--- src/rtl/vmpr_pkg.sv ---
package vmpr_pkg;

  // Request kinds on the input channel.
  localparam logic [1:0] ACT_RENDER   = 2'd0;
  localparam logic [1:0] ACT_WR_VIDEO = 2'd1;
  localparam logic [1:0] ACT_WR_GLYPH = 2'd2;

  // Configuration register indexes.
  localparam logic [1:0] CFG_GFX_EN = 2'd0;
  localparam logic [1:0] CFG_CSS    = 2'd1;
  localparam logic [1:0] CFG_MODE   = 2'd2;

  // Graphics modes: resolution and colour depth.
  localparam logic [2:0] MODE_64X64_C4   = 3'd0;
  localparam logic [2:0] MODE_128X64_C2  = 3'd1;
  localparam logic [2:0] MODE_128X64_C4  = 3'd2;
  localparam logic [2:0] MODE_128X96_C2  = 3'd3;
  localparam logic [2:0] MODE_128X96_C4  = 3'd4;
  localparam logic [2:0] MODE_128X192_C2 = 3'd5;
  localparam logic [2:0] MODE_128X192_C4 = 3'd6;
  localparam logic [2:0] MODE_256X192_C2 = 3'd7;

  // Palette indexes used by character mode.
  localparam logic [3:0] COLOUR_FG = 4'd0;
  localparam logic [3:0] COLOUR_BG = 4'd8;

  typedef struct packed {
    logic       gfx_en;
    logic       css;
    logic [2:0] mode;
  } cfg_t;

  typedef struct packed {
    logic [1:0]  act;
    logic [7:0]  x;
    logic [12:0] addr;
    logic [7:0]  data;
  } item_t;

  // Request leaving the coordinate stages, ready for the video memory.
  typedef struct packed {
    item_t       item;
    logic [12:0] vaddr;
    logic        vaddr_oor;
    logic [3:0]  line;
  } fetch_t;

  // Request leaving the video memory stage with its fetched byte.
  typedef struct packed {
    item_t      item;
    logic [3:0] line;
    logic [7:0] code;
  } code_t;

endpackage

--- src/rtl/vmpr_coord.sv ---
module vmpr_coord #(
  parameter int GLYPH_ROWS  = 12,
  parameter int VIDEO_BYTES = 8192
) (
  input  logic             clk,
  input  logic             rst_n,
  input  logic             in_vld,
  input  vmpr_pkg::item_t  in_item,
  input  logic [7:0]       in_y,
  input  vmpr_pkg::cfg_t   cfg,
  input  logic             s1_en,
  input  logic             s2_en,
  output logic             s1_vld,
  output logic             s2_vld,
  output vmpr_pkg::fetch_t fetch
);
  import vmpr_pkg::*;

  // Division by a small constant as a multiply by a rounded-up reciprocal.
  // Both are exact for every 8-bit dividend.
  localparam int RECIP_SHIFT = 16;
  localparam int RECIP_G     = ((1 << RECIP_SHIFT) + GLYPH_ROWS - 1) / GLYPH_ROWS;
  localparam int DIV3_SHIFT  = 9;
  localparam int RECIP_3     = ((1 << DIV3_SHIFT) + 2) / 3;

  logic        s1_vld_r;
  item_t       s1_item_r;
  logic [7:0]  s1_y_r;

  logic        s2_vld_r;
  item_t       s2_item_r;
  logic [7:0]  s2_y_r;
  logic [4:0]  s2_qg_r;
  logic [6:0]  s2_y3_r;

  logic [24:0] prod_g_w;
  logic [15:0] prod_3_w;
  logic [9:0]  qg_times_w;
  logic [9:0]  line_full_w;
  logic [12:0] vaddr_w;

  // Stage 1: capture the request.
  always_ff @(posedge clk) begin
    if (!rst_n) begin
      s1_vld_r <= 1'b0;
    end else if (s1_en) begin
      s1_vld_r <= in_vld;
    end
  end

  always_ff @(posedge clk) begin
    if (s1_en) begin
      s1_item_r <= in_item;
      s1_y_r    <= in_y;
    end
  end

  assign prod_g_w = 25'(s1_y_r) * 25'(RECIP_G);
  assign prod_3_w = 16'(s1_y_r) * 16'(RECIP_3);

  // Stage 2: text row and line-by-three quotients.
  always_ff @(posedge clk) begin
    if (!rst_n) begin
      s2_vld_r <= 1'b0;
    end else if (s2_en) begin
      s2_vld_r <= s1_vld_r;
    end
  end

  always_ff @(posedge clk) begin
    if (s2_en) begin
      s2_item_r <= s1_item_r;
      s2_y_r    <= s1_y_r;
      s2_qg_r   <= prod_g_w[RECIP_SHIFT +: 5];
      s2_y3_r   <= prod_3_w[DIV3_SHIFT +: 7];
    end
  end

  assign qg_times_w  = 10'(s2_qg_r) * 10'(GLYPH_ROWS);
  assign line_full_w = 10'(s2_y_r) - qg_times_w;

  always_comb begin
    vaddr_w = '0;
    if (!cfg.gfx_en) begin
      vaddr_w = {3'b000, s2_qg_r, s2_item_r.x[7:3]};
    end else begin
      unique case (cfg.mode) inside
        MODE_256X192_C2, MODE_128X192_C4:
          vaddr_w = {s2_y_r, s2_item_r.x[7:3]};
        MODE_128X192_C2:
          vaddr_w = {1'b0, s2_y_r, s2_item_r.x[7:4]};
        MODE_128X96_C4:
          vaddr_w = {1'b0, s2_y_r[7:1], s2_item_r.x[7:3]};
        MODE_128X96_C2:
          vaddr_w = {2'b00, s2_y_r[7:1], s2_item_r.x[7:4]};
        MODE_128X64_C4:
          vaddr_w = {1'b0, s2_y3_r, s2_item_r.x[7:3]};
        MODE_128X64_C2, MODE_64X64_C4:
          vaddr_w = {2'b00, s2_y3_r, s2_item_r.x[7:4]};
        default:
          vaddr_w = '0;
      endcase
    end
  end

  assign s1_vld          = s1_vld_r;
  assign s2_vld          = s2_vld_r;
  assign fetch.item      = s2_item_r;
  assign fetch.vaddr     = vaddr_w;
  assign fetch.vaddr_oor = {1'b0, vaddr_w} >= 14'(VIDEO_BYTES);
  assign fetch.line      = line_full_w[3:0];

endmodule

--- config.mk ---
export PLATFORM = sky130hd
export DESIGN_NAME = vmpr_coord
export DESIGN_NICKNAME = d
export VERILOG_FILES = /design/src/rtl/vmpr_pkg.sv /design/src/rtl/vmpr_coord.sv
export SDC_FILE = /design/constraint.sdc
export NUM_CORES = 1
export LEC_CHECK = 0
export ABC_AREA = 1
export BUFFER_PORTS_ARGS = -buffer_cell sky130_fd_sc_hd__buf_2
export CAP_MARGIN = 10
export CORE_MARGIN = 5
export CORE_UTILIZATION = 52
export DETAILED_ROUTE_END_ITERATION = 8
export PLACE_DENSITY = 0.78
export SLEW_MARGIN = 15
export SYNTH_ARGS = -nofsm -noshare
export SYNTH_HDL_FRONTEND = slang
export SYNTH_SLANG_ARGS = --single-unit
--- constraint.sdc ---
create_clock -name clk -period 3.5 [get_ports clk]
set_clock_uncertainty 0.05 [all_clocks]
set_input_delay 0.175 -clock clk [delete_from_list [all_inputs] [get_ports clk]]
set_output_delay 0.175 -clock clk [all_outputs]
set_load 0.03 [all_outputs]
==> impl_metrics.json, run 1 <==
{
  "p_leak_nw": 3.59,
  "io_buffers": 97,
  "setup_tns_ps": -747,
  "htree_levels": 3,
  "worstPathRequired_ps": 3540,
  "dpl_cell_area_mm2": 0.00674,
  "power.share.clock_pct": 18.3,
  "ios": 100,
  "area_delta_synth_final_pct": 31.0,
  "core_area_mm2": 0.0110,
  "yosys-top-cells-count": "inv_1 (95), edfxtp_1 (90), nand2_1 (81), ha_1 (80), a21oi_1 (38)",
  "ant_nets": 0,
  "cp_data_arrival_time_ps": 3710,
  "antenna_found_initial": 0,
  "drtPass1Iterations": 5,
  "place_inst": 790,
  "final_area_mm2": 0.00770,
  "n_fill_cell": 750,
  "critPathTopFamily": "adder cells",
  "syn-instance-count": 538,
  "end_kind": "flop",
  "cts_buffer_depth": 2,
  "worst-setup-path-type": "reg2reg",
  "worst-path-buf-inv": 5,
  "ir_drop_mv": 0.612,
  "cp-start-kind": "flop",
  "grt_start_max_net_pins": 54,
  "period_share_pct": 105,
  "synth-seq-cells": 92,
  "diodes": 0,
  "gr-usage-all-layers_pct": 21.0,
  "synthMostInstantiatedCell": "inv_1",
  "grt_pass1_wl_um": 22100,
  "place_congestion": 0.958,
  "synth_area_mm2": 0.00588,
  "dp_hpwl_um": 9650,
  "die-area_mm2": 0.0135,
  "rows": 38,
  "root_buffer": "clkbuf_16",
  "grt_pass1_vias": 4617,
  "yosysWarnings": 0,
  "finalHoldViolations": 0,
  "status": "complete, but fails checks",
  "ys_async_sr_fraction_pct": 0,
  "ys.flop_type": "edfxtp_1",
  "fin_ws_ps": -171,
  "setup_viol": 7,
  "synth-edff-count": 90,
  "power.switching_mw": 2.15,
  "max_stage_delay_ps": 510,
  "synth.distinct_cells": 39,
  "overflow": 0,
  "via_per_inst": 5.31,
  "fin_nets": 861,
  "cellPowerDensity_mw_per_mm2": 688,
  "internal_power_mw": 3.15,
  "clkTransAtPathRegs_ps": 70,
  "grt_util_met2_pct": 37.5,
  "wl_um": 14200,
  "vias": 4514,
  "ys_top_cells_by_area": "edfxtp_1 (46%), ha_1 (17%), fa_1 (8.9%)",
  "numCtsBuffers": 9,
  "violations": "negative setup slack",
  "max-slew-margin-rel_pct": 39.9,
  "use_met3_pct": 3.16,
  "slew_viol_final": 0,
  "cp_slowest_cell": "edfxtp_1",
  "final-instance-count-excl-fill": 850,
  "drt_iter0_drc": 329,
  "crit_fanout": 4,
  "syn_nets": 693,
  "crit_chain": "ha_4, inv_2, fa_1, inv_1, fa_1, inv_1, fa_1, inv_2, ha_4, nand2_2, nand2_1, inv_1, nor2_1, nor2_1, nor2_1, nor2_1, nand2_1, xor2_1",
  "syn_area_per_cell_um2": 10.9,
  "use_met1_pct": 25.8,
  "drc": 0,
  "initial_core_util_pct": 53.5,
  "yosys.area.top_type_share_pct": 46.0,
  "worstMarginPinSlew_ps": 901,
  "clock_sink_count": 92,
  "drv_cap": 0,
  "crit_top_cell": "nor2_1",
  "synth-seq-area-share_pct": 46.6,
  "fp.dieH_um": 116,
  "combPwrFrac_pct": 53.8,
  "final_layout_size_suffix_gt1_share_pct": 28.6,
  "die_width_um": 116,
  "max_clock_freq_ghz": 0.272,
  "cts_tree": "yes",
  "clock_latency_ps": 340,
  "finalCriticalPeriod_ps": 3670,
  "seq_power_share_pct": 27.9,
  "wl_per_cell_um": 16.7,
  "gr-max-usage-layer": "met2",
  "fin_worst_hold_slack_ps": 13.5,
  "p_sw_share_pct": 40.6,
  "rsz0062_at_grt": "true",
  "p_total_mw": 5.30,
  "yosysTopAreaCell": "edfxtp_1",
  "hp-class": "in2reg"
}
==> path summary, 6_finish.rpt <==
| kind | start | to | slack, ps | cells after the start |
|---|---|---|---|---|
| max | s1_y_r[7]$_DFFE_PP_ | s2_qg_r[0]$_DFFE_PP_ | -170 | 18 |
| min | in_y[7] | s1_y_r[7]$_DFFE_PP_ | 10 | 1 |
| max reg2reg | s1_y_r[7]$_DFFE_PP_ | s2_qg_r[0]$_DFFE_PP_ | -170 | 18 |
| min reg2reg | s1_item_r[13]$_DFFE_PP_ | fetch[31]$_DFFE_PP_ | 360 | 0 |
==> power by group through the flow <==
stage	Clock, mW	Combinational (mW)	Sequential, mW
after floorplan	0	1.69	1.53
after global routing	1.03	3.16	1.49
final	0.971	2.85	1.48
after detailed placement	0	2.34	1.50
after global placement	0	2.28	1.49
after CTS	0.980	2.55	1.47
==> routing by layer <==
metal	vias to the layer above	part of all wire, %
li1	2171	-
met2	136	53
met3	36	5.0
met1	2171	39
met5	-	0
met4	0	3.2
==> cell families (layout without fill, tap and decap cells) <==
kind of cell | count (synthesis) | count (layout) | synth area share, %
DFF | 92 | 92 | 46.6
other | 1 | 1 | 0.0638
and+or+nand+nor | 153 | 153 | 11.3
xor gates and xnor gates | 11 | 11 | 1.64
muxes | 2 | 2 | 0.511
AOI/OAI and AO/OA | 68 | 68 | 6.85
adders and majority gates | 106 | 106 | 25.9
buffers and inverters | 105 | 277 | 7.15
==> metrics by stage <==
stage	worst slack (ps)	utilization (%)
after floorplan	-35.4	-
after global placement	-78.5	61.4
after detailed placement	-138	61.4
after CTS	-102	68.4
after global routing	-290	70.1
final	-171	70.1
==> worst reg2reg max path, delay by kind of cell, from the launching register on <==
kind,cells,cell delay (ps)
and+or+nand+nor,7,500
buffers and inverters,5,260
DFF,1,510
xor gates and xnor gates,1,140
adders and majority gates,5,1960
==> what timing repair did <==
action / 4_1_cts / 5_1_grt
gates resized for setup: 12 / 31
setup buffers: 4 / 3
setup endpoints to repair: 11 / 12
hold buffers: 38 / 0
pin swaps: 11 / 12
hold endpoints to repair: 38 / 0
==> cell usage in the layout (no fill, tap or decap), types with 7 or more instances in the layout <==
cell            n
buf_2          96
edfxtp_1       90
inv_1          89
nand2_1        74
ha_1           62
dlygate4sd3_1  38
nand3_1        33
a21oi_1        28
buf_4          28
fa_1           25
nor2_1         21
ha_4           15
a21oi_2         9
clkbuf_16       9
inv_2           8
xor2_1          7
nand2_2         7
==> flip-flops by register name, summed over array words and instances, names as in the netlist <==
register,count
fetch,31
s1_item_r,31
s1_vld,1
s1_y_r,8
s2_qg_r,5
s2_vld,1
s2_y3_r,7
s2_y_r,8
==> final cells by class <==
type	instances	area, um2	area share (%)
Multi-Input combinational cell	341	3030	39.3
Clock inverter	6	72.6	0.942
Sequential cell	92	2740	35.6
Timing Repair Buffer	163	1080	14.1
Tap cell	140	175	2.27
Clock buffer	9	225	2.92
Inverter	99	377	4.89
(Power assumes the default switching activity.)
==> run 2, diff against run 1 <==
--- a/config.mk
+++ b/config.mk
@@ -9,10 +9,11 @@
 export BUFFER_PORTS_ARGS = -buffer_cell sky130_fd_sc_hd__buf_2
 export CAP_MARGIN = 10
 export CORE_MARGIN = 5
-export CORE_UTILIZATION = 52
+export CORE_UTILIZATION = 57
 export DETAILED_ROUTE_END_ITERATION = 8
-export PLACE_DENSITY = 0.78
-export SLEW_MARGIN = 15
+export MAX_ROUTING_LAYER = met4
+export PLACE_DENSITY = 0.81
+export SLEW_MARGIN = 10
 export SYNTH_ARGS = -nofsm -noshare
 export SYNTH_HDL_FRONTEND = slang
 export SYNTH_SLANG_ARGS = --single-unit
==> constraint.sdc (replaced) <==
create_clock -name clk -period 3.8 [get_ports clk]
set_clock_uncertainty 0.05 [all_clocks]
set_input_delay 0.19 -clock clk [delete_from_list [all_inputs] [get_ports clk]]
set_output_delay 0.19 -clock clk [all_outputs]
set_load 0.03 [all_outputs]
==> run 2 against run 1 <==
  * Critical path type unchanged
  * Register-to-register slack improved by 180 ps
  * Final cell count down 1.4%
  * Sequential power down 8%
  * Global-route usage increased by 3.5 points
  * Critical path depth shrank 3
  * Fmax down 3.1%
  * Non-clock buffer count is 9 lower
  * Routed wire length is 6.3% higher
  * Sequential share of layout area is 1.3 points higher
  * The run now ends clean
==> impl_metrics.json, run 2 (synthesis results as in run 1) <==
{
  "rsz0062_at_grt": "true",
  "r2r_end": "s2_qg_r[1]$_DFFE_PP_",
  "antenna_found_initial": 0,
  "die-area_mm2": 0.0124,
  "final_util_pct": 73.0,
  "worst-setup-path-type": "reg2reg",
  "io_buffers": 97,
  "max_stage_delay_ps": 540,
  "drv_cap": 0,
  "drt_iter0_drc": 297,
  "via_per_inst": 5.50,
  "end_kind": "flop",
  "cp_slowest_cell": "fa_1",
  "drc": 0,
  "max_clock_freq_ghz": 0.264,
  "grt_pass1_wl_um": 23600,
  "wl_um": 15000,
  "p_sw_share_pct": 42.3,
  "hp-class": "in2reg",
  "cts_tree": "yes",
  "pre_cts_ws_ps": 28.1,
  "power.share.clock_pct": 16.3,
  "grt_pass1_vias": 4831,
  "ir_drop_mv": 0.526,
  "crit_fanout": 4,
  "period_share_pct": 99.7,
  "p_leak_nw": 3.52,
  "fin_ws_ps": 10.6,
  "initial_core_util_pct": 57.7,
  "ff_latch_area_mm2": 0.00274,
  "p_total_mw": 4.60,
  "combPwrFrac_pct": 54.2,
  "internal_power_mw": 2.65,
  "slew_viol_final": 0,
  "final_layout_size_suffix_gt1_share_pct": 25.8,
  "rr_worst_depth": 15,
  "whs_path_depth": 3,
  "critPathTopFamily": "adder cells",
  "rrSetupSlack_ps": 10,
  "layout_common_cells": "buf_2 (97), edfxtp_1 (90), inv_1 (87)",
  "core_area_mm2": 0.0102,
  "htree_levels": 3,
  "multi_input_area_mm2": 0.00291,
  "worst-path-buf-inv": 2,
  "cp.depth": 15,
  "seq_power_share_pct": 29.6,
  "worstMarginPinSlew_ps": 1200,
  "cellPowerDensity_mw_per_mm2": 619,
  "finalCriticalPeriod_ps": 3790,
  "whs_endpoint": "s1_vld$_SDFFE_PN0P_",
  "dp_hpwl_um": 9510,
  "cts_buffer_depth": 2,
  "mostFrequentLayoutCell": "buf_2",
  "clock_latency_ps": 360,
  "root_buffer": "clkbuf_8",
  "status": "completed",
  "cp-start-kind": "flop",
  "vias": 4606,
  "rows": 37,
  "grt_start_max_net_pins": 54,
  "finalHoldViolations": 0,
  "crit_chain": "ha_2, fa_1, inv_1, fa_1, inv_1, fa_1, ha_4, a21oi_2, nor2_1, nor2_1, nor2_1, nor2_2, nand2_1, nand2_1, nand2_1",
  "numCtsBuffers": 9,
  "reg2reg_from": "s1_y_r[5]$_DFFE_PP_",
  "worstHoldStart": "rst_n",
  "power.switching_mw": 1.95,
  "setup_viol": 0,
  "place_congestion": 0.872,
  "die_width_um": 112,
  "ant_nets": 0,
  "area_delta_synth_final_pct": 26.4,
  "worstPathRequired_ps": 3870,
  "fp.dieH_um": 112,
  "max-slew-margin-rel_pct": 19.8,
  "wl_per_cell_um": 18.0,
  "overflow": 0,
  "cp_data_arrival_time_ps": 3860,
  "diodes": 0,
  "n_fill_cell": 649,
  "fin_nets": 852,
  "gr-usage-all-layers_pct": 24.5,
  "clkTransAtPathRegs_ps": 110,
  "fin_worst_hold_slack_ps": 30.2,
  "clock_sink_count": 92,
  "ios": 100,
  "drtPass1Iterations": 5
}
run 2: stage by stage:
step	cells	instance area, um2	TNS (ps)
floorplan	538	5880	0
detailed placement	776	6570	0
CTS	832	7200	0
global placement	776	6570	0
finish	838	7430	0
global route	838	7430	-593
run 2: what timing repair did:
action,CTS,global route
hold buffers,40,0
endpoints found under the setup margin,0,9
gates resized for setup,0,44
hold endpoints to repair,40,0
buffers inserted,0,6
run 2: power by group through the flow:
stage / combinational (mW) / clock, mW / sequential [mW]
after floorplan: 1.44 / 0 / 1.41
after global placement: 1.92 / 0 / 1.37
after detailed placement: 2.00 / 0 / 1.37
after CTS: 2.05 / 0.737 / 1.35
after global routing: 2.76 / 0.790 / 1.37
final: 2.49 / 0.747 / 1.36
run 2: worst max path at each step:
stage,start,endpoint,slack (ps)
floorplan,s1_y_r[4]$_DFFE_PP_,s2_qg_r[1]$_DFFE_PP_,110
global placement,s1_y_r[2]$_DFFE_PP_,s2_qg_r[1]$_DFFE_PP_,60
detailed placement,s1_y_r[2]$_DFFE_PP_,s2_qg_r[0]$_DFFE_PP_,30
CTS,s1_y_r[2]$_DFFE_PP_,s2_qg_r[0]$_DFFE_PP_,20
global route,s1_y_r[1]$_DFFE_PP_,s2_y3_r[4]$_DFFE_PP_,-150
finish,s1_y_r[5]$_DFFE_PP_,s2_qg_r[1]$_DFFE_PP_,10
run 2: layout make-up:
class                      count  share of cell area [%]
clock inverter                 6                    1.30
timing repair buffer         154                    13.6
sequential                    92                    36.9
clock buffer                  10                    1.72
multi-input combinational    341                    39.1
tap                          136                    2.29
inverter                      99                    5.03
run 2: tightest hold or removal path, stage by stage:
cell and delay, ps:
buf_2 100, o21ai_0 70, a21oi_1 50
run 2: layer usage:
layer / track usage (%) / routed length, um / share of wire, % / vias up
li1: - / - / - / 2156
met1: 27.1 / 5380 / 36 / 2208
met2: 42.7 / 8140 / 54 / 189
met3: 4.89 / 819 / 5.4 / 53
met4: 11.5 / 709 / 4.7 / 0
met5: - / 0 / 0 / -
==> run 3, diff against run 2 <==
--- a/config.mk
+++ b/config.mk
@@ -9,10 +9,10 @@
 export BUFFER_PORTS_ARGS = -buffer_cell sky130_fd_sc_hd__buf_2
 export CAP_MARGIN = 10
 export CORE_MARGIN = 5
-export CORE_UTILIZATION = 57
+export CORE_UTILIZATION = 40
 export DETAILED_ROUTE_END_ITERATION = 8
+export GPL_ROUTABILITY_DRIVEN = 0
 export MAX_ROUTING_LAYER = met4
-export PLACE_DENSITY = 0.81
 export SLEW_MARGIN = 10
 export SYNTH_ARGS = -nofsm -noshare
 export SYNTH_HDL_FRONTEND = slang
==> run 3 against run 2 <==
  * Sequential power is essentially flat
  * Final cell count grew 5.8%
  * Sequential share of layout area fell by 0.34 points
  * Largest power group unchanged
  * Cell area increased by 0.93%
  * Power is 4.4% lower
==> impl_metrics.json, run 3 (synthesis results as in run 1) <==
{
  "diodes": 0,
  "final_util_pct": 51.8,
  "wl_per_cell_um": 13.6,
  "drc": 0,
  "drtPass1Iterations": 4,
  "cts_buffer_depth": 2,
  "whs_path_depth": 3,
  "die-area_mm2": 0.0172,
  "die_width_um": 131,
  "cp-start-kind": "flop",
  "highest_layer": "met4",
  "grt_start_max_net_pins": 54,
  "max-slew-margin-rel_pct": 24.9,
  "area_delta_synth_final_pct": 27.6,
  "core_area_mm2": 0.0145,
  "root_buffer": "clkbuf_16",
  "htree_levels": 3,
  "via_per_inst": 4.80,
  "status": "completed",
  "end_kind": "flop",
  "gr-usage-all-layers_pct": 14.7,
  "setup_tns_ps": 0,
  "vias": 4261,
  "period_share_pct": 96.7,
  "rows": 44,
  "p_leak_nw": 3.53,
  "finalHoldViolations": 0,
  "numCtsBuffers": 9,
  "worstPathRequired_ps": 3840,
  "finalCriticalPeriod_ps": 3680,
  "overflow": 0,
  "io_buffers": 97,
  "cellPowerDensity_mw_per_mm2": 586,
  "antenna_found_initial": 0,
  "fp.dieH_um": 131,
  "cts_tree": "yes",
  "layout_common_cells": "buf_2 (97), edfxtp_1 (90), inv_1 (89)",
  "worst-setup-path-type": "reg2reg",
  "setup_viol": 0,
  "wl_met2_um": 5900,
  "routed-wl-met3_um": 654,
  "worstMarginPinSlew_ps": 1130,
  "drv_cap": 0,
  "initial_core_util_pct": 40.6,
  "rsz0062_at_grt": "true",
  "wl_um": 12000,
  "ir_drop_mv": 0.301,
  "grt_pass1_vias": 4347,
  "wl_met1_um": 5260,
  "ios": 100,
  "slew_viol_final": 0,
  "mostFrequentLayoutCell": "buf_2",
  "ant_nets": 0,
  "cp_data_arrival_time_ps": 3720,
  "hp-class": "in2reg",
  "clock_latency_ps": 330,
  "clkTransAtPathRegs_ps": 60,
  "clock_sink_count": 92,
  "fin_nets": 853,
  "drt_iter0_drc": 166,
  "dp_hpwl_um": 9540,
  "crit_fanout": 4,
  "rr_worst_depth": 14,
  "grt_pass1_wl_um": 20400,
  "max_clock_freq_ghz": 0.272,
  "final_layout_size_suffix_gt1_share_pct": 24.9
}
run 3: final timing paths:
check / start / endpoint / slack, ps
worst max-delay path: s1_y_r[4]$_DFFE_PP_ / s2_qg_r[3]$_DFFE_PP_ / 120
worst min-delay path: rst_n / s2_vld$_SDFFE_PN0P_ / 50
worst max register to register: s1_y_r[4]$_DFFE_PP_ / s2_qg_r[3]$_DFFE_PP_ / 120
worst min register to register: s1_item_r[14]$_DFFE_PP_ / fetch[32]$_DFFE_PP_ / 370
run 3: layer usage:
metal / track usage [%] / vias to the layer above
met5: - / -
met4: 4.40 / 0
met3: 3.40 / 15
met2: 23.7 / 127
met1: 18.5 / 1966
li1: - / 2153
run 3: layout make-up:
| class | instances | area (um2) |
|---|---|---|
| fill | 1279 | 6980 |
| multi-input combinational | 341 | 2860 |
| sequential | 92 | 2740 |
| timing repair buffer | 155 | 1020 |
| inverter | 99 | 377 |
| tap | 184 | 230 |
| clock buffer | 9 | 225 |
| clock inverter | 7 | 48.8 |
run 3: worst max-delay path: stages (launching register included):
cell	delay, ps
edfxtp_1	440
ha_4	310
inv_4	40
fa_2	580
fa_1	450
xor2_1	160
ha_2	160
o21bai_1	150
ha_1	350
nand4_1	160
buf_4	180
nor4_2	140
nand2_1	110
nand3_1	80
nand2_1	50
run 3: power breakdown:
part | switching, mW | internal, mW | total (mW)
registers | 0.0673 | 1.29 | 1.36
clock network | 0.355 | 0.443 | 0.799
logic | 1.35 | 0.891 | 2.24
total | 1.77 | 2.63 | 4.40
run 3: what timing repair did:
item,CTS,global route
pin swaps,0,25
hold buffers,39,0
hold endpoints to repair,39,0
buffers inserted,0,5
endpoints found under the setup margin,1,8
gates resized for setup,1,34
run 3: metrics by stage:
step,instances,hold slack [ps],setup WS [ps],area [um2],total power [mW]
2_1_floorplan,538,233,106,5880,2.85
3_3_place_gp,827,317,25.1,6660,3.32
3_5_place_dp,827,318,-13.7,6660,3.37
4_1_cts,882,36.9,18.0,7320,4.21
5_1_grt,887,49.5,-43.0,7500,4.79
6_report,887,48.9,125,7500,4.40
